## config.mk

```make
export PLATFORM = sky130hd
export DESIGN_NAME = twr_responder_step_flat
export DESIGN_NICKNAME = d
export VERILOG_FILES = /design/src/twr_pkg.sv /design/src/twr_rx_if.sv /design/src/twr_ev_if.sv /design/src/twr_cfg.sv /design/src/twr_core.sv /design/src/twr_responder_step.sv /design/src/flat_wrapper.sv
export SDC_FILE = /design/constraint.sdc
export NUM_CORES = 1
export LEC_CHECK = 0
export BUFFER_PORTS_ARGS = -buffer_cell sky130_fd_sc_hd__buf_2
export CAP_MARGIN = 20
export CORE_MARGIN = 2
export CORE_UTILIZATION = 35
export CTS_CLUSTER_SIZE = 10
export DETAILED_ROUTE_END_ITERATION = 12
export PLACE_DENSITY_LB_ADDON = 0.15
export SLEW_MARGIN = 20
export SYNTH_ARGS = -nofsm -noshare
export SYNTH_HDL_FRONTEND = slang
export SYNTH_SLANG_ARGS = --single-unit
```

## constraint.sdc

```tcl
create_clock -name clk_i -period 12.3 [get_ports clk_i]
set_input_delay 1.23 -clock clk_i [delete_from_list [all_inputs] [get_ports clk_i]]
set_output_delay 1.23 -clock clk_i [all_outputs]
set_load 0.02 [all_outputs]
```

## src/twr_pkg.sv

```systemverilog
// Shared types and constants for the two-way ranging responder.
// No dependencies; every other file of the block imports this package.
package twr_pkg;

  localparam int unsigned StampW = 40;
  localparam int unsigned RespW  = 41;
  localparam int unsigned CntW   = 32;
  localparam int unsigned CfgIdxW  = 3;
  localparam int unsigned CfgDataW = 16;

  // Register indexes of the configuration port.
  localparam logic [CfgIdxW-1:0] REG_MY_ADDR       = 3'd0;
  localparam logic [CfgIdxW-1:0] REG_BCAST_ADDR    = 3'd1;
  localparam logic [CfgIdxW-1:0] REG_REPLY_DELAY   = 3'd2;
  localparam logic [CfgIdxW-1:0] REG_ANT_DELAY     = 3'd3;
  localparam logic [CfgIdxW-1:0] REG_POLL_TYPE     = 3'd4;
  localparam logic [CfgIdxW-1:0] REG_FINAL_TYPE    = 3'd5;
  localparam logic [CfgIdxW-1:0] REG_MIN_FRAME_LEN = 3'd6;
  localparam logic [CfgIdxW-1:0] REG_MIN_FINAL_LEN = 3'd7;

  // The transmit word keeps only even values before it is shifted back.
  localparam logic [31:0] TX_WORD_MASK = 32'hFFFF_FFFE;
  localparam int unsigned TX_SHIFT     = 8;

  typedef enum logic [2:0] {
    EV_BAD   = 3'd0,
    EV_OTHER = 3'd1,
    EV_SCHED = 3'd2,
    EV_LATE  = 3'd3,
    EV_FINAL = 3'd4
  } event_kind_e;

  typedef struct packed {
    logic              rx_ok;
    logic [6:0]        frame_len;
    logic [15:0]       dst_addr;
    logic [15:0]       src_addr;
    logic [7:0]        seq_num;
    logic [7:0]        msg_type;
    logic [StampW-1:0] rx_stamp;
    logic              tx_failed;
  } rx_item_t;

  typedef struct packed {
    logic [2:0]        event_kind;
    logic [31:0]       tx_time;
    logic [RespW-1:0]  resp_tx_stamp;
    logic [StampW-1:0] poll_rx_stamp;
    logic [StampW-1:0] final_rx_stamp;
    logic [15:0]       reply_dst;
    logic [7:0]        reply_seq;
    logic              stamp_zero;
    logic [CntW-1:0]   reply_count;
    logic [CntW-1:0]   bad_count;
    logic [CntW-1:0]   late_count;
    logic [CntW-1:0]   final_count;
  } ev_item_t;

  typedef struct packed {
    logic [15:0]       my_addr;
    logic [15:0]       bcast_addr;
    logic [StampW-1:0] scaled_delay;
    logic [15:0]       ant_delay;
    logic [7:0]        poll_type;
    logic [7:0]        final_type;
    logic [6:0]        min_frame_len;
    logic [6:0]        min_final_len;
  } cfg_t;

  typedef struct packed {
    logic              ranging_open;
    logic [7:0]        ranging_seq;
    logic [StampW-1:0] poll_stamp;
    logic [RespW-1:0]  resp_stamp;
    logic [CntW-1:0]   replies;
    logic [CntW-1:0]   bads;
    logic [CntW-1:0]   lates;
    logic [CntW-1:0]   finals_seen;
  } state_t;

endpackage

```

## src/twr_rx_if.sv

```systemverilog
// Received-frame channel: valid/ready handshake with one frame request.
// Depends on twr_pkg for the payload type.
interface twr_rx_if
  import twr_pkg::*;
();
  logic     valid;
  logic     ready;
  rx_item_t data;

  modport source (output valid, output data, input ready);
  modport sink   (input valid, input data, output ready);
endinterface

```

## src/twr_ev_if.sv

```systemverilog
// Event channel: valid/ready handshake with one ranging event request.
// Depends on twr_pkg for the payload type.
interface twr_ev_if
  import twr_pkg::*;
();
  logic     valid;
  logic     ready;
  ev_item_t data;

  modport source (output valid, output data, input ready);
  modport sink   (input valid, input data, output ready);
endinterface

```

## src/twr_cfg.sv

```systemverilog
// Configuration register file of the ranging responder.
// Depends on twr_pkg; the reply delay is stored already scaled to timestamp units.
module twr_cfg
  import twr_pkg::*;
#(
  parameter int unsigned UUS_SCALE = 65536
) (
  input  logic                clk_i,
  input  logic                rst_ni,
  input  logic                we_i,
  input  logic [CfgIdxW-1:0]  idx_i,
  input  logic [CfgDataW-1:0] wdata_i,
  output cfg_t                cfg_o
);

  localparam int unsigned ScaleW = $clog2(UUS_SCALE + 1);
  localparam int unsigned ProdW  = CfgDataW + ScaleW;

  cfg_t             cfg_q, cfg_d;
  logic [ProdW-1:0] prod;

  // Constant multiply, done once per write instead of per frame.
  assign prod = ProdW'(wdata_i) * ProdW'(UUS_SCALE);

  always_comb begin
    cfg_d = cfg_q;
    if (we_i) begin
      case (idx_i)
        REG_MY_ADDR:       cfg_d.my_addr       = wdata_i;
        REG_BCAST_ADDR:    cfg_d.bcast_addr    = wdata_i;
        REG_REPLY_DELAY:   cfg_d.scaled_delay  = StampW'(prod);
        REG_ANT_DELAY:     cfg_d.ant_delay     = wdata_i;
        REG_POLL_TYPE:     cfg_d.poll_type     = wdata_i[7:0];
        REG_FINAL_TYPE:    cfg_d.final_type    = wdata_i[7:0];
        REG_MIN_FRAME_LEN: cfg_d.min_frame_len = wdata_i[6:0];
        REG_MIN_FINAL_LEN: cfg_d.min_final_len = wdata_i[6:0];
        default:           cfg_d = cfg_q;
      endcase
    end
  end

  always_ff @(posedge clk_i or negedge rst_ni) begin
    if (!rst_ni) begin
      cfg_q.my_addr       <= '0;
      cfg_q.bcast_addr    <= 16'hFFFF;
      cfg_q.scaled_delay  <= '0;
      cfg_q.ant_delay     <= '0;
      cfg_q.poll_type     <= 8'd1;
      cfg_q.final_type    <= 8'd3;
      cfg_q.min_frame_len <= '0;
      cfg_q.min_final_len <= '0;
    end else begin
      cfg_q <= cfg_d;
    end
  end

  assign cfg_o = cfg_q;

endmodule

```

## src/twr_core.sv

```systemverilog
// Frame screening and response scheduling logic, purely combinational.
// Depends on twr_pkg; takes one frame, the configuration and the ranging state.
module twr_core
  import twr_pkg::*;
(
  input  rx_item_t item_i,
  input  cfg_t     cfg_i,
  input  state_t   st_i,
  output state_t   st_o,
  output ev_item_t ev_o
);

  logic [StampW-1:0] sum;
  logic [31:0]       tx_word;
  logic [RespW-1:0]  resp;
  logic              addr_hit;
  event_kind_e       kind;

  assign sum      = item_i.rx_stamp + cfg_i.scaled_delay;
  assign tx_word  = sum[StampW-1:TX_SHIFT];
  assign resp     = (RespW'(tx_word & TX_WORD_MASK) << TX_SHIFT) + RespW'(cfg_i.ant_delay);
  assign addr_hit = (item_i.dst_addr == cfg_i.my_addr) ||
                    (item_i.dst_addr == cfg_i.bcast_addr);

  always_comb begin
    st_o = st_i;
    kind = EV_OTHER;
    ev_o = '0;

    if (!item_i.rx_ok || (item_i.frame_len < cfg_i.min_frame_len)) begin
      kind    = EV_BAD;
      st_o.bads = st_i.bads + 1'b1;
    end else if (!addr_hit) begin
      kind = EV_OTHER;
    end else if (item_i.msg_type == cfg_i.final_type) begin
      if (item_i.frame_len < cfg_i.min_final_len) begin
        kind      = EV_BAD;
        st_o.bads = st_i.bads + 1'b1;
      end else if (!st_i.ranging_open || (item_i.seq_num != st_i.ranging_seq)) begin
        kind = EV_OTHER;
      end else begin
        kind                = EV_FINAL;
        ev_o.final_rx_stamp = item_i.rx_stamp;
        ev_o.stamp_zero     = (item_i.rx_stamp == '0);
        st_o.finals_seen    = st_i.finals_seen + 1'b1;
        st_o.ranging_open   = 1'b0;
      end
    end else if (item_i.msg_type != cfg_i.poll_type) begin
      kind      = EV_BAD;
      st_o.bads = st_i.bads + 1'b1;
    end else begin
      // A late poll still records both stamps but leaves the open cycle alone.
      ev_o.tx_time    = tx_word;
      ev_o.reply_dst  = item_i.src_addr;
      ev_o.reply_seq  = item_i.seq_num;
      st_o.poll_stamp = item_i.rx_stamp;
      st_o.resp_stamp = resp;
      if (item_i.tx_failed) begin
        kind       = EV_LATE;
        st_o.lates = st_i.lates + 1'b1;
      end else begin
        kind              = EV_SCHED;
        st_o.ranging_seq  = item_i.seq_num;
        st_o.ranging_open = 1'b1;
        st_o.replies      = st_i.replies + 1'b1;
      end
    end

    ev_o.event_kind    = kind;
    ev_o.resp_tx_stamp = st_o.resp_stamp;
    ev_o.poll_rx_stamp = st_o.poll_stamp;
    ev_o.reply_count   = st_o.replies;
    ev_o.bad_count     = st_o.bads;
    ev_o.late_count    = st_o.lates;
    ev_o.final_count   = st_o.finals_seen;
  end

endmodule

```

## src/twr_responder_step.sv

```systemverilog
// Top level of the two-way ranging responder: frame register, core, event register.
// Depends on twr_pkg, twr_rx_if, twr_ev_if, twr_cfg and twr_core.
//
//   Port       Dir  Handshake     Moves
//   rx_i       in   valid/ready   one received-frame request
//   ev_o       out  valid/ready   one ranging event request per frame
//   cfg_*_i    in   write enable  one configuration register
//
// An accepted frame waits in the frame register until the event register is free;
// its event is then loaded into the event register, which offers it on ev_o.
// A new frame can be accepted in every cycle while the event sink keeps taking
// events; the single core between the two registers sets the rate of one frame
// per clock.
// Reset clears the valid flags, the counters, the ranging cycle state and the
// configuration to its documented defaults.
// When the event sink stalls, the frame register holds its frame, and rx_i
// ready falls only once both registers are full.
module twr_responder_step
  import twr_pkg::*;
#(
  parameter int unsigned UUS_SCALE = 65536
) (
  input  logic                clk_i,
  input  logic                rst_ni,
  input  logic                cfg_we_i,
  input  logic [CfgIdxW-1:0]  cfg_idx_i,
  input  logic [CfgDataW-1:0] cfg_wdata_i,
  twr_rx_if.sink              rx_i,
  twr_ev_if.source            ev_o
);

  cfg_t     cfg;
  state_t   st_q, st_d;
  rx_item_t item_q;
  logic     item_vld_q;
  ev_item_t ev_q, ev_d;
  logic     ev_vld_q;
  logic     advance;
  logic     take;

  twr_cfg #(
    .UUS_SCALE(UUS_SCALE)
  ) u_cfg (
    .clk_i   (clk_i),
    .rst_ni  (rst_ni),
    .we_i    (cfg_we_i),
    .idx_i   (cfg_idx_i),
    .wdata_i (cfg_wdata_i),
    .cfg_o   (cfg)
  );

  twr_core u_core (
    .item_i (item_q),
    .cfg_i  (cfg),
    .st_i   (st_q),
    .st_o   (st_d),
    .ev_o   (ev_d)
  );

  // The held frame moves on, and updates the ranging state, only when the
  // event register is empty or being emptied in this cycle.
  assign advance    = item_vld_q && (!ev_vld_q || ev_o.ready);
  assign rx_i.ready = !item_vld_q || advance;
  assign take       = rx_i.valid && rx_i.ready;

  always_ff @(posedge clk_i or negedge rst_ni) begin
    if (!rst_ni) begin
      item_vld_q <= 1'b0;
    end else if (rx_i.ready) begin
      item_vld_q <= rx_i.valid;
    end
  end

  always_ff @(posedge clk_i) begin
    if (take) begin
      item_q <= rx_i.data;
    end
  end

  always_ff @(posedge clk_i or negedge rst_ni) begin
    if (!rst_ni) begin
      ev_vld_q <= 1'b0;
      st_q     <= '0;
    end else begin
      if (advance) begin
        ev_vld_q <= 1'b1;
        st_q     <= st_d;
      end else if (ev_o.ready) begin
        ev_vld_q <= 1'b0;
      end
    end
  end

  always_ff @(posedge clk_i) begin
    if (advance) begin
      ev_q <= ev_d;
    end
  end

  assign ev_o.valid = ev_vld_q;
  assign ev_o.data  = ev_q;

endmodule

```

## src/flat_wrapper.sv

```systemverilog
// flat-port wrapper written by rule: the top's interface ports become plain ports
module twr_responder_step_flat import twr_pkg::*;
#(
  parameter int unsigned UUS_SCALE = 65536
)
  (clk_i, rst_ni, cfg_we_i, cfg_idx_i, cfg_wdata_i, rx_i_valid, rx_i_data, rx_i_ready, ev_o_valid, ev_o_data, ev_o_ready);
  twr_rx_if rx_i_i ();
  twr_ev_if ev_o_i ();
  input  logic clk_i;
  input  logic rst_ni;
  input  logic cfg_we_i;
  input  logic [CfgIdxW-1:0] cfg_idx_i;
  input  logic [CfgDataW-1:0] cfg_wdata_i;
  input wire logic [$bits(rx_i_i.valid)-1:0] rx_i_valid;
  input wire logic [$bits(rx_i_i.data)-1:0] rx_i_data;
  output wire logic [$bits(rx_i_i.ready)-1:0] rx_i_ready;
  output wire logic [$bits(ev_o_i.valid)-1:0] ev_o_valid;
  output wire logic [$bits(ev_o_i.data)-1:0] ev_o_data;
  input wire logic [$bits(ev_o_i.ready)-1:0] ev_o_ready;
  assign rx_i_i.valid = rx_i_valid;
  assign rx_i_i.data = rx_i_data;
  assign rx_i_ready = rx_i_i.ready;
  assign ev_o_valid = ev_o_i.valid;
  assign ev_o_data = ev_o_i.data;
  assign ev_o_i.ready = ev_o_ready;
  twr_responder_step #(.UUS_SCALE(UUS_SCALE)) u_core (.clk_i(clk_i), .rst_ni(rst_ni), .cfg_we_i(cfg_we_i), .cfg_idx_i(cfg_idx_i), .cfg_wdata_i(cfg_wdata_i), .rx_i(rx_i_i), .ev_o(ev_o_i));
endmodule
```

**Word level (Yosys, flattened, before mapping)**

Cells that the tools add are included.

- Bits in registers: 720
- Logic and storage cells: 123

- Add/subtract/negate cells: 6
- $lt $le $gt $ge: 2
- Eq/ne operators: 16
- Mux-type cells: 28
- Bitwise logic cells: 5
- Reductions and logical operators: 27

Operators with widths:

| operator | number |
|---|---|
| $mux 32 | 11 |
| $mux 113 | 2 |
| $mux 209 | 1 |
| $add 32x1->32 const B | 4 |
| $mux 122 | 1 |
| $mux 64 | 1 |
| $add 40x16->41 | 1 |
| $add 40x32->40 | 1 |
| $logic_not 40->1 | 1 |
| $eq 16x16->1 | 2 |
| $ne 8x8->1 | 2 |
| $reduce_and 2->1 | 8 |
| $lt 7x7->1 | 2 |
| $eq 3x3->1 const B | 4 |
| $mux 3 | 4 |
| $mux 9 | 1 |
| $eq 8x8->1 | 1 |
| $ne 2x2->1 const B | 4 |
| $mux 1 | 7 |
| $reduce_and 7->1 | 1 |
| $eq 3x2->1 const B | 2 |
| $reduce_and 6->1 | 1 |
| $logic_or 1x1->1 | 5 |
| $not 1->1 | 5 |
| other kinds (8) | 12 |

**Longest topological paths before layout**

Gate-level depths: netlist of the first run.

- Depth in word-level cells: 7
- Depth in mapped cells: 13
- Gate-level depth less buffers: 12

**Modules after synthesis**

From an unflattened synthesis of the first run, not the netlist that was laid out.

- Cell total of the unflattened synthesis: 2,674
- Area, all modules: 35,293.8 µm²

Modules (own cells, without submodules):

| module | instances | cells an instance | area each (µm²) | sequential area each (µm²) |
|---|---|---|---|---|
| twr_responder_step | 1 | 874 | 21,411.8 | 17,697.0 |
| twr_core | 1 | 1,568 | 10,048.4 | 0.0 |
| twr_cfg | 1 | 232 | 3,833.7 | 2,376.0 |

**Worst setup path before layout of the first run**

OpenSTA, ideal clock, no wires.

- Path kind: input to register
- From: input ev_o_ready
- To: register u_core.ev_q, in the netlist u_core.ev_o.data[0] (enable)
- Library setup time: 0.794 ns
- Arrival time: 10.626 ns
- Setup slack: 0.880 ns
- Cell stages on the path: 6
- Path through: nand2b_1 > nand2_1 > inv_1 > clkbuf_1 > clkbuf_1 > clkbuf_1

- Longest elaborated chain between the ends: 2

RTL lines:

| what | RTL line | RTL |
|---|---|---|
| start: declaration | flat_wrapper.sv:19 | `input wire logic [$bits(ev_o_i.ready)-1:0] ev_o_ready;` |
| $logic_or 1x1->1 | twr_responder_step.sv:62 | `assign advance = item_vld_q && (!ev_vld_q \|\| ev_o.ready);` |
| $logic_and 1x1->1 | twr_responder_step.sv:62 |  |
| via u_core.advance | twr_responder_step.sv:38 | `logic advance;` |
| end signal: assignment | twr_responder_step.sv:96 | `ev_q <= ev_d;` |
| end: declaration | twr_responder_step.sv:36 | `ev_item_t ev_q, ev_d;` |

The timed path passes the listed nets, and every way through them passes these cells.
A chain may end at the register's enable or synchronous reset.

==> summary.md, run 1 <==
| Metric | Value |
|---|---|
| Crit path kind | register to register |
| Clk slew on worst S/H paths | 60 ps |
| TritonCTS clock tree | built |
| Net Sw Frac | 26.2% |
| Pint | 4.43 mW |
| Post-synthesis average cell area | 12.3 um^2 |
| Reg area | 0.0201 mm^2 |
| Share of cells above drive strength 1 | 23.2% |
| Iter 0 DRT Violations | 1169 |
| Synth area leader | edfxtp_1 |
| Fin. Hold Viols | 0 |
| GRT overflow | 0 |
| Die area | 0.0912 mm^2 |
| Max FO, Critical Path | 10 |
| Pwr/cell area | 161 mW/mm^2 |
| Syn nets | 2693 |
| CTS Buffer Depth | 3 |
| Wire length per cell | 19.9 um |
| Synth Area in XOR/XNOR | 9.86% |
| Drt first pass iters | 5 |
| Register area share after synthesis | 64.6% |
| Post-cts sizing count | 0 |
| Post-DP HPWL | 58400 um |
| Leakage | 16.2 nW |
| Vias post-DR | 20300 |
| Vias in the first global route | 20700 |
| Synth Area in Compound Gates | 2.61% |
| Distinct cell type count after synthesis | 60 |
| Crit end category | register |
| CTS Buf Count | 85 |
| Setup ws final | 8040 ps |
| CP Launch Type | register |
| Fin Setup TNS | 0 ps |
| Fmax | 235 MHz |
| Final setup viols | 0 |
| Site Rows | 109 |
| Cells on worst reg2reg path | 11 |
| Clock H-tree levels | 3 |
| Layout Nets | 3141 |
| Max-cap viol count | 0 |
| Clk_lat worst skew | 630 ps |
| Final Wtd Congestion | 0.843 |
| Multi-input combinational cell area | 0.0106 mm^2 |
| Slew @ Worst Pin | 1080 ps |
| Worst Hold Path Cells | 2 |
| DRT Wirelength | 83800 um |
| Power Total | 6.00 mW |
| Arrival @ worst endpoint | 4600 ps |
| Netlist Area Pre-Place | 0.0311 mm^2 |
| Pin count of the biggest net entering global routing | 147 |
| Post-route ant nets | 0 |
| Worst Skew | 19.4 ps |
| Clock power share | 39.5% |
| Initial Util | 35.2% |
| Area Growth Syn to Fin | 19.6% |
| Cells after synthesis | 2531 |
| Die Wd | 302 um |
| Sw Pwr | 1.57 mW |
| Area share of fa/ha/maj cells after synthesis | 1.70% |
| Vias per inst | 4.82 |
| DRC viols | 0 |
| PortBufs | 431 |
| Io pins | 432 |
| Comb pwr share | 12.8% |
| Min-delay worst type | register to register |
| GRT Total Usage | 18.2% |
| CTS root buffer | clkbuf_16 |
| Core area | 0.0882 mm^2 |
| Simple-Gate Fraction of Synth Area | 15.7% |
| Number of flops mapped to enable cells by yosys | 406 |
| Sequential power share | 47.7% |
| Initial antenna violation count | 4 |
| Die boundary height | 302 um |
| Period utilization | 34.6% |
| Share of the synthesized area in the top cell type | 39.2% |
| Clock sinks | 720 |
| RSZ-0062 raised after global routing | no |
| Required time of the critical path | 12640 ps |
| Hold_buf cts | 0 |
| Outcome | completed |
| Post-synth ARST share | 43.6% |
| Synthesis Warnings | 0 |
| Max IR drop VDD | 0.0915 mV |
| Filler instances | 8273 |
| #FFs+latches synth | 720 |
| Ranking of synthesized cells by area | edfxtp_1 39%, dfrtp_1 24%, nand2_1 6.3%, xnor2_1 5.1%, xor2_1 4.8% |
| Place WS | 7880 ps |
| Multiplexer share of the synthesized area | 4.06% |
| Worst slew margin | 27.7% |
| Largest family of logic cells by synthesized area | simple AND/OR/NAND/NOR gates |
| Fin. max-slew vios | 0 |
| Number of setup buffers added after CTS | 0 |
| Min cycle time layout | 4260 ps |
| Ys flop type | edfxtp_1 |
| First-pass GRT wire length | 127000 um |
-- final cells by class --
type | count | area share (%)
diodes | 4 | 0.0269
well taps | 1165 | 3.92
clock buffers | 149 | 6.70
multi-input cells | 1687 | 28.5
inverters | 34 | 0.370
flip-flops and latches | 720 | 54.0
repair buffers | 451 | 6.31
clock inverters | 6 | 0.209
-- routing by layer --
layer / global-route usage, % / wire, um / vias to the layer above / share of wire, %
li1: - / - / 9638 / -
met1: 24.7 / 37800 / 10100 / 45
met2: 29.9 / 40000 / 492 / 48
met3: 3.37 / 4220 / 116 / 5.0
met4: 5.37 / 1840 / 6 / 2.2
met5: 0 / 29 / - / 0.035
-- logic make-up after synthesis --
group | Yosys count
adder cells (fa/ha/maj) | 41
buffers and inverters | 124
multiplexers | 112
XOR/XNOR | 350
AND/OR/NAND/NOR | 1058
flip-flops | 720
AO/OA/AOI/OAI | 126
-- synthesized netlist by cell type, drive strengths merged (3+ instances only) --
master	count
nand2	523
edfxtp	406
dfrtp	295
xnor2	181
xor2	169
nor2	151
mux2	112
and2	95
clkbuf	74
nand3	68
nor3	56
o21ai	54
nand4	47
ha	39
and3	38
inv	34
nor4	29
a21oi	21
dfstp	19
buf	16
a21o	14
and4	13
nand2b	12
o21a	6
nor2b	5
or3	5
a211oi	4
o31ai	4
a21boi	3
a31oi	3
nand4b	3
nor3b	3
o211ai	3
or2	3
-- cell usage in the layout (no fill, tap or decap), types with 3 or more instances in the layout --
| master | n |
|---|---|
| nand2_1 | 522 |
| buf_2 | 431 |
| edfxtp_1 | 406 |
| dfrtp_1 | 295 |
| xnor2_1 | 181 |
| xor2_1 | 169 |
| nor2_1 | 150 |
| mux2_2 | 112 |
| and2_1 | 94 |
| clkbuf_16 | 89 |
| nand3_1 | 68 |
| clkbuf_1 | 56 |
| nor3_1 | 53 |
| nand4_1 | 46 |
| o21ai_0 | 44 |
| ha_1 | 39 |
| and3_1 | 37 |
| inv_1 | 32 |
| nor4_1 | 28 |
| a21oi_1 | 21 |
| dfstp_2 | 19 |
| buf_4 | 17 |
| a21o_1 | 14 |
| and4_1 | 13 |
| nand2b_1 | 12 |
| o21ai_1 | 10 |
| o21a_1 | 6 |
| nor2b_1 | 5 |
| diode_2 | 4 |
| clkbuf_8 | 4 |
| or3_1 | 3 |
| or2_2 | 3 |
| o211ai_1 | 3 |
| a31oi_1 | 3 |
| nor3_2 | 3 |
| nand4b_1 | 3 |
-- worst paths after layout --
check | startpoint | slack [ps] | endpoint
hold / removal | u_core.st_q[134] | 470 | u_core.st_q[134]
setup / recovery | u_core.item_q[17] | 8040 | u_core.ev_o.data[270]
setup reg to reg | u_core.item_q[17] | 8040 | u_core.ev_o.data[270]
min in group asynchronous | rst_ni | 660 | u_core.st_q[197]
max in group asynchronous | rst_ni | 9070 | u_core.st_q[175]
hold reg to reg | u_core.st_q[134] | 470 | u_core.st_q[134]
-- metrics by stage --
stage | std cells | hold WS [ps] | utilization (%) | instance area [um^2]
2_1_floorplan | 2531 | 442 | - | 31100
3_3_place_gp | 4055 | 457 | 39.2 | 34600
3_5_place_dp | 4056 | 462 | 39.2 | 34600
4_1_cts | 4211 | 475 | 42.1 | 37100
5_1_grt | 4213 | 496 | 42.1 | 37200
6_report | 4216 | 472 | 42.1 | 37200
-- power by group through the flow --
stage | clock [mW] | combinational (mW) | sequential (mW)
after floorplan | 0 | 0.421 | 2.99
after global placement | 0 | 0.760 | 2.91
after detailed placement | 0 | 0.770 | 2.92
after CTS | 2.45 | 0.775 | 2.87
after global routing | 2.54 | 0.845 | 2.89
final | 2.37 | 0.767 | 2.87
-- registers in the layout, summed over array words and instances (netlist names) --
name,flops
u_core.u_cfg.cfg_o,94
u_core.item_vld_q,1
u_core.ev_o.valid,1
u_core.item_q,97
u_core.st_q,218
u_core.ev_o.data,309
-- critical path, stage by stage, from the launching register on --
cell and delay (ps):
edfxtp_1 450, ha_1 300, fa_1 510, a211oi_2 360
o31ai_4 180, and4_1 250, a211o_1 330, nor4_1 590
nand4_2 300, nor4_1 370, xor2_1 240, o21ai_1 80
Note: power is estimated with default switching activity, not from simulation.
==> inputs of run 2 (changes only) <==
Clock period 12.3 ns to 4.4 ns, I/O delays scaled along.
==> summary.md, run 2 (synthesis gave the netlist of run 1 again) <==
| Metric | Value |
|---|---|
| R2r setup slk | 240 ps (-7800 ps) |
| Fin Setup TNS | 0 ps (unchanged) |
| Outcome | completed |
| Clk_lat worst skew | 640 ps (about the same) |
| Iter 0 DRT Violations | 1084 (-7.3%) |
| FF-to-FF Start | u_core.item_q[17] |
| CP Launch Type | register |
| Post-route insts no fill | 4325 (+2.6%) |
| PortBufs | 431 (unchanged) |
| Max IR drop VDD | 0.261 mV (+180%) |
| Max-cap viol count | 0 (unchanged) |
| Worst Hold Path Cells | 3 (+1) |
| Required time of the critical path | 4750 ps (-7890 ps) |
| Slew @ Worst Pin | 916 ps (-169 ps) |
| Die boundary height | 302 um (unchanged) |
| Power Total | 16.8 mW (+180%) |
| Post-route cell area | 0.0383 mm^2 (+3.1%) |
| Worst r2r dst | u_core.ev_o.data[272] |
| Comb pwr share | 13.3% (+0.5 points) |
| Filler instances | 8248 (-0.30%) |
| Io pins | 432 (unchanged) |
| Final core utilization | 43.5% (+1.3 points) |
| Min-delay worst type | primary input to register |
| Share of cells above drive strength 1 | 23.0% (-0.22 points) |
| Clock sinks | 720 (unchanged) |
| Area after DPL | 0.0348 mm^2 (+0.61%) |
| Layout Nets | 3254 (+3.6%) |
| Hold_sp | ev_o_ready |
| Crit end category | register |
| Pwr/cell area | 439 mW/mm^2 (+170%) |
| Post-route ant nets | 0 (unchanged) |
| Core area | 0.0882 mm^2 (unchanged) |
| Max reg flops | 309 (unchanged) |
| Min cycle time layout | 4160 ps (-103 ps) |
| Fin. max-slew vios | 0 (unchanged) |
| Period utilization | 94.5% (+60 points) |
| WP buf/inv | 0 (unchanged) |
| Worst path max stage delay | 580 ps (about the same) |
| RSZ-0062 raised after global routing | no |
| Net Sw Frac | 26.3% (+0.13 points) |
| Hold_ws | 136 ps (-336 ps) |
| TritonCTS clock tree | built |
| GRT Total Usage | 18.4% (+0.14 points) |
| Worst Skew | 37.1 ps (+17.7 ps) |
| Area Growth Syn to Fin | 23.3% |
| Vias in the first global route | 21000 (+1.4%) |
| CTS Buf Count | 86 (+1.2%) |
| Place WS | 218 ps (-7660 ps) |
| Final Wtd Congestion | 0.837 (-0.76%) |
| Top delay family on crit path | simple AND/OR/NAND/NOR gates |
| Final setup viols | 0 (unchanged) |
| Leakage | 16.7 nW (+3.1%) |
| Vias per inst | 4.75 (-1.4%) |
| Sw Pwr | 4.43 mW (+180%) |
| Hold Crit Endpoint | u_core.item_vld_q |
| Initial antenna violation count | 4 (unchanged) |
| Drt first pass iters | 6 (+1) |
| Most common cell after layout, fill and taps aside | nand2_1 |
| Pin count of the biggest net entering global routing | 106 (-28%) |
| Most frequent cells in the layout | 522 x nand2_1, 430 x buf_2, 406 x edfxtp_1, 295 x dfrtp_1, 181 x xnor2_1 |
| Arrival @ worst endpoint | 4500 ps (-100 ps) |
| Worst slew margin | 38.9% (+11 points) |
| Cells on worst reg2reg path | 11 (unchanged) |
| Setup ws final | 243 ps (-7800 ps) |
| Crit path kind | register to register |
| Pint | 12.4 mW (+180%) |
| Fin. Hold Viols | 0 (unchanged) |
| Max FO, Critical Path | 4 (-6) |
| Die Wd | 302 um (unchanged) |
| Fmax | 241 MHz (+2.5%) |
| Initial Util | 35.2% (unchanged) |
| CTS root buffer | clkbuf_16 |
| Crit-path cells | ha_1, fa_1, xor2_1, o2111ai_2, nor4_4, o2111ai_2, or4_4, or3_4, nor4_1, xor2_1, o21ai_1 |
| Site Rows | 109 (unchanged) |
| Post-DP HPWL | 58900 um (+0.84%) |
| First-pass GRT wire length | 127000 um (+0.20%) |
| Post-Place Cells | 4070 (+0.35%) |
| Number of setup buffers added after CTS | 0 (unchanged) |
| Die area | 0.0912 mm^2 (unchanged) |
| Clock power share | 39.1% (-0.4 points) |
| DRC viols | 0 (unchanged) |
| Clk slew on worst S/H paths | 60 ps (about the same) |
| DRT Wirelength | 84300 um (+0.52%) |
| GRT overflow | 0 (unchanged) |
| CTS Buffer Depth | 3 (unchanged) |
| Sequential power share | 47.6% (about the same) |
| Vias post-DR | 20600 (+1.2%) |
| Clock H-tree levels | 3 (unchanged) |
| Max stage delay cell, worst path | or4_4 |
| Wire length per cell | 19.5 um (-2.0%) |
==> run 2: changes by cell type in the layout (fill, tap and decap cells not counted), moves of 4 or more <==
cell           before  now
clkbuf_1           56   51
buf_4              17   23
clkbuf_8            4    8
buf_12              1    9
dlygate4sd3_1       0   99
==> run 2: layer usage <==
metal | share of wire (%) | routed length (um) | GRT usage (%) | up-vias
li1 | - | - | - | 9852
met1 | 45 | 38000 | 25.0 | 10100
met2 | 48 | 40500 | 30.4 | 505
met3 | 4.6 | 3890 | 2.81 | 117
met4 | 2.2 | 1880 | 5.62 | 2
met5 | 0.015 | 13 | 0 | -
==> run 2: worst min-delay path: cells and delay by family <==
family	cells	cell delay, ps
simple gates	2	210
buf+inv	1	80
==> run 2: power by group through the flow <==
stage,registers [mW],logic [mW],clock network (mW)
4_1_cts,8.01,2.26,6.80
3_5_place_dp,8.14,2.18,0
3_3_place_gp,8.12,2.15,0
2_1_floorplan,8.29,1.18,0
5_1_grt,8.06,2.46,7.04
6_report,8.01,2.24,6.58
==> run 2: final cells by class <==
type,count,area [um^2],share of cell area [%]
flip-flops and latches,720,20100,52.4
multi-input cells,1687,10600,27.6
repair buffers,563,3520,9.19
clock buffers,146,2480,6.46
well taps,1165,1460,3.80
inverters,34,138,0.359
clock inverters,9,71.3,0.186
diodes,1,2.50,0.00653
==> run 2: worst max path at each step <==
stage / start / to / cells after the start
floorplan: u_core.ev_o.valid / u_core.ev_o.data[0] / 6
global placement: u_core.item_q[17] / u_core.ev_o.data[272] / 11
detailed placement: u_core.item_q[17] / u_core.ev_o.data[272] / 11
CTS: u_core.item_q[17] / u_core.ev_o.data[272] / 11
global route: u_core.item_q[17] / u_core.ev_o.data[272] / 11
finish: u_core.item_q[17] / u_core.ev_o.data[272] / 11
==> run 2: timing repair <==
| item | in CTS | in global routing |
|---|---|---|
| setup endpoints to repair | 0 | 2 |
| hold buffers | 99 | 0 |
| hold endpoints to repair | 188 | 0 |
| gates resized for setup | 0 | 1 |
==> inputs of run 3 (changes only) <==
Settings changed: MAX_ROUTING_LAYER from default to met4.
==> summary.md, run 3 (synthesis gave the netlist of run 1 again) <==
| Metric | Value |
|---|---|
| Die Wd | 302 um (unchanged) |
| Worst Skew | 28.0 ps (-9.04 ps) |
| Fin. Hold Viols | 0 (unchanged) |
| Clock sinks | 720 (unchanged) |
| Crit-path cells | ha_1, fa_1, a211oi_2, nor3b_1, nor4_4, o2111ai_2, or4_4, or3_4, nor4_1, xor2_1, o21ai_1 |
| GRT Total Usage | 19.0% (+0.61 points) |
| Initial antenna violation count | 3 (-1) |
| Worst path max stage delay | 580 ps (about the same) |
| Min cycle time layout | 4150 ps (-10.3 ps) |
| CP Launch Type | register |
| Hold_ws | 118 ps (-17.3 ps) |
| Max reg flops | 309 (unchanged) |
| Max-cap viol count | 0 (unchanged) |
| Max IR drop VDD | 0.259 mV (-0.54%) |
| Max FO, Critical Path | 4 (unchanged) |
| Die area | 0.0912 mm^2 (unchanged) |
| Core area | 0.0882 mm^2 (unchanged) |
| Final Wtd Congestion | 0.848 (+1.4%) |
| Period utilization | 94.2% (-0.23 points) |
| First-pass GRT wire length | 127000 um (+0.35%) |
| Max stage delay cell, worst path | or4_4 |
| DRT Wirelength | 84400 um (+0.20%) |
| GRT overflow | 0 (unchanged) |
| Clk_lat worst skew | 650 ps (about the same) |
| CTS root buffer | clkbuf_16 |
| Final setup viols | 0 (unchanged) |
| Site Rows | 109 (unchanged) |
| Pin count of the biggest net entering global routing | 105 (-0.94%) |
| Initial Util | 35.2% (unchanged) |
| Clk slew on worst S/H paths | 60 ps (about the same) |
| PortBufs | 431 (unchanged) |
| Fin Setup TNS | 0 ps (unchanged) |
| Crit end category | register |
| Post-route ant nets | 0 (unchanged) |
| Layout Nets | 3258 (+0.12%) |
| Pwr/cell area | 444 mW/mm^2 (+1.2%) |
| Min-delay worst type | primary input to register |
| TritonCTS clock tree | built |
| Vias per inst | 4.77 (+0.28%) |
| Required time of the critical path | 4730 ps (-20 ps) |
| Area Growth Syn to Fin | 23.8% |
| Die boundary height | 302 um (unchanged) |
| Met1 WL | 38300 um (+0.72%) |
| DR top layer | met4 |
| CTS Buf Count | 87 (+1.2%) |
| Slew @ Worst Pin | 1010 ps (+89.4 ps) |
| Routed wl met3 | 4380 um (+12%) |
| Final core utilization | 43.6% (+0.19 points) |
| CTS Buffer Depth | 3 (unchanged) |
| Post-DP HPWL | 59300 um (+0.74%) |
| Io pins | 432 (unchanged) |
| Worst slew margin | 33.0% (-6.0 points) |
| Fin. max-slew vios | 0 (unchanged) |
| Fmax | 241 MHz (+0.25%) |
| DRC viols | 0 (unchanged) |
| Most frequent cells in the layout | 522 x nand2_1, 430 x buf_2, 406 x edfxtp_1, 295 x dfrtp_1, 181 x xnor2_1 |
| RSZ-0062 raised after global routing | no |
| Drt first pass iters | 5 (-1) |
| Outcome | completed |
| Iter 0 DRT Violations | 1294 (+19%) |
| Vias post-DR | 20700 (+0.51%) |
| Arrival @ worst endpoint | 4480 ps (-20 ps) |
| Most common cell after layout, fill and taps aside | nand2_1 |
| Area after DPL | 0.0348 mm^2 (about the same) |
| Post-route cell area | 0.0385 mm^2 (+0.43%) |
| Share of cells above drive strength 1 | 23.2% (+0.18 points) |
| Wire length per cell | 19.5 um (about the same) |
| Clock H-tree levels | 3 (unchanged) |
| DR WL met2 | 40000 um (-1.3%) |
| Leakage | 16.8 nW (+0.46%) |
| Vias in the first global route | 21100 (+0.40%) |
| Crit path kind | register to register |
-- run 3: path summary, 6_finish.rpt --
path                       depth (start not counted)                    end         startpoint  slack (ps)
max                                               11  u_core.ev_o.data[270]  u_core.item_q[17]         250
min in group asynchronous                          2       u_core.st_q[197]             rst_ni         460
min reg2reg                                        2       u_core.st_q[200]   u_core.st_q[200]         470
min                                                3      u_core.item_vld_q         ev_o_ready         120
max in group asynchronous                          3       u_core.st_q[101]             rst_ni        2830
max reg2reg                                       11  u_core.ev_o.data[270]  u_core.item_q[17]         250
-- run 3: what timing repair did --
| action | CTS | global route |
|---|---|---|
| hold buffers | 99 | 0 |
| endpoints found under the hold margin | 198 | 0 |
| resized for setup | 0 | 1 |
| endpoints found under the setup margin | 0 | 2 |
| buffers inserted | 0 | 0 |
-- run 3: layout make-up --
type | instances | area, um^2
multi-input combinational | 1687 | 10600
inverter | 34 | 138
clock buffer | 151 | 2570
clock inverter | 11 | 125
antenna | 1 | 2.50
timing repair buffer | 566 | 3540
tap | 1165 | 1460
sequential | 720 | 20100
fill | 8200 | 49700
-- run 3: metal layers --
layer  up-vias  GRT usage, %
met5         -             -
met4         0          5.37
met3       105          3.37
met2       486          30.2
met1     10200          25.0
li1       9856             -
-- run 3: metrics by stage --
step | power, mW | worst slack (ps) | instances
final | 17.1 | 253 | 4335
after global routing | 17.9 | 6.09 | 4335
after CTS | 17.3 | 181 | 4334
after detailed placement | 10.3 | 236 | 4073
after global placement | 10.3 | 294 | 4073
after floorplan | 9.47 | 263 | 2531
-- run 3: critical path, delay by kind of cell, from the launching register on --
kind                       cells  cell delay (ps)
AOI/OAI and AO/OA              3              690
DFF                            1              440
and+or+nand+nor                5             1680
adders and majority gates      2              800
xor gates and xnor gates       1              230
-- run 3: power by group --
| part | switching, mW | total (mW) | internal, mW |
|---|---|---|---|
| sequential | 0.306 | 8.01 | 7.70 |
| combinational | 1.40 | 2.24 | 0.842 |
| clock | 2.78 | 6.84 | 4.06 |
| total | 4.49 | 17.1 | 12.6 |
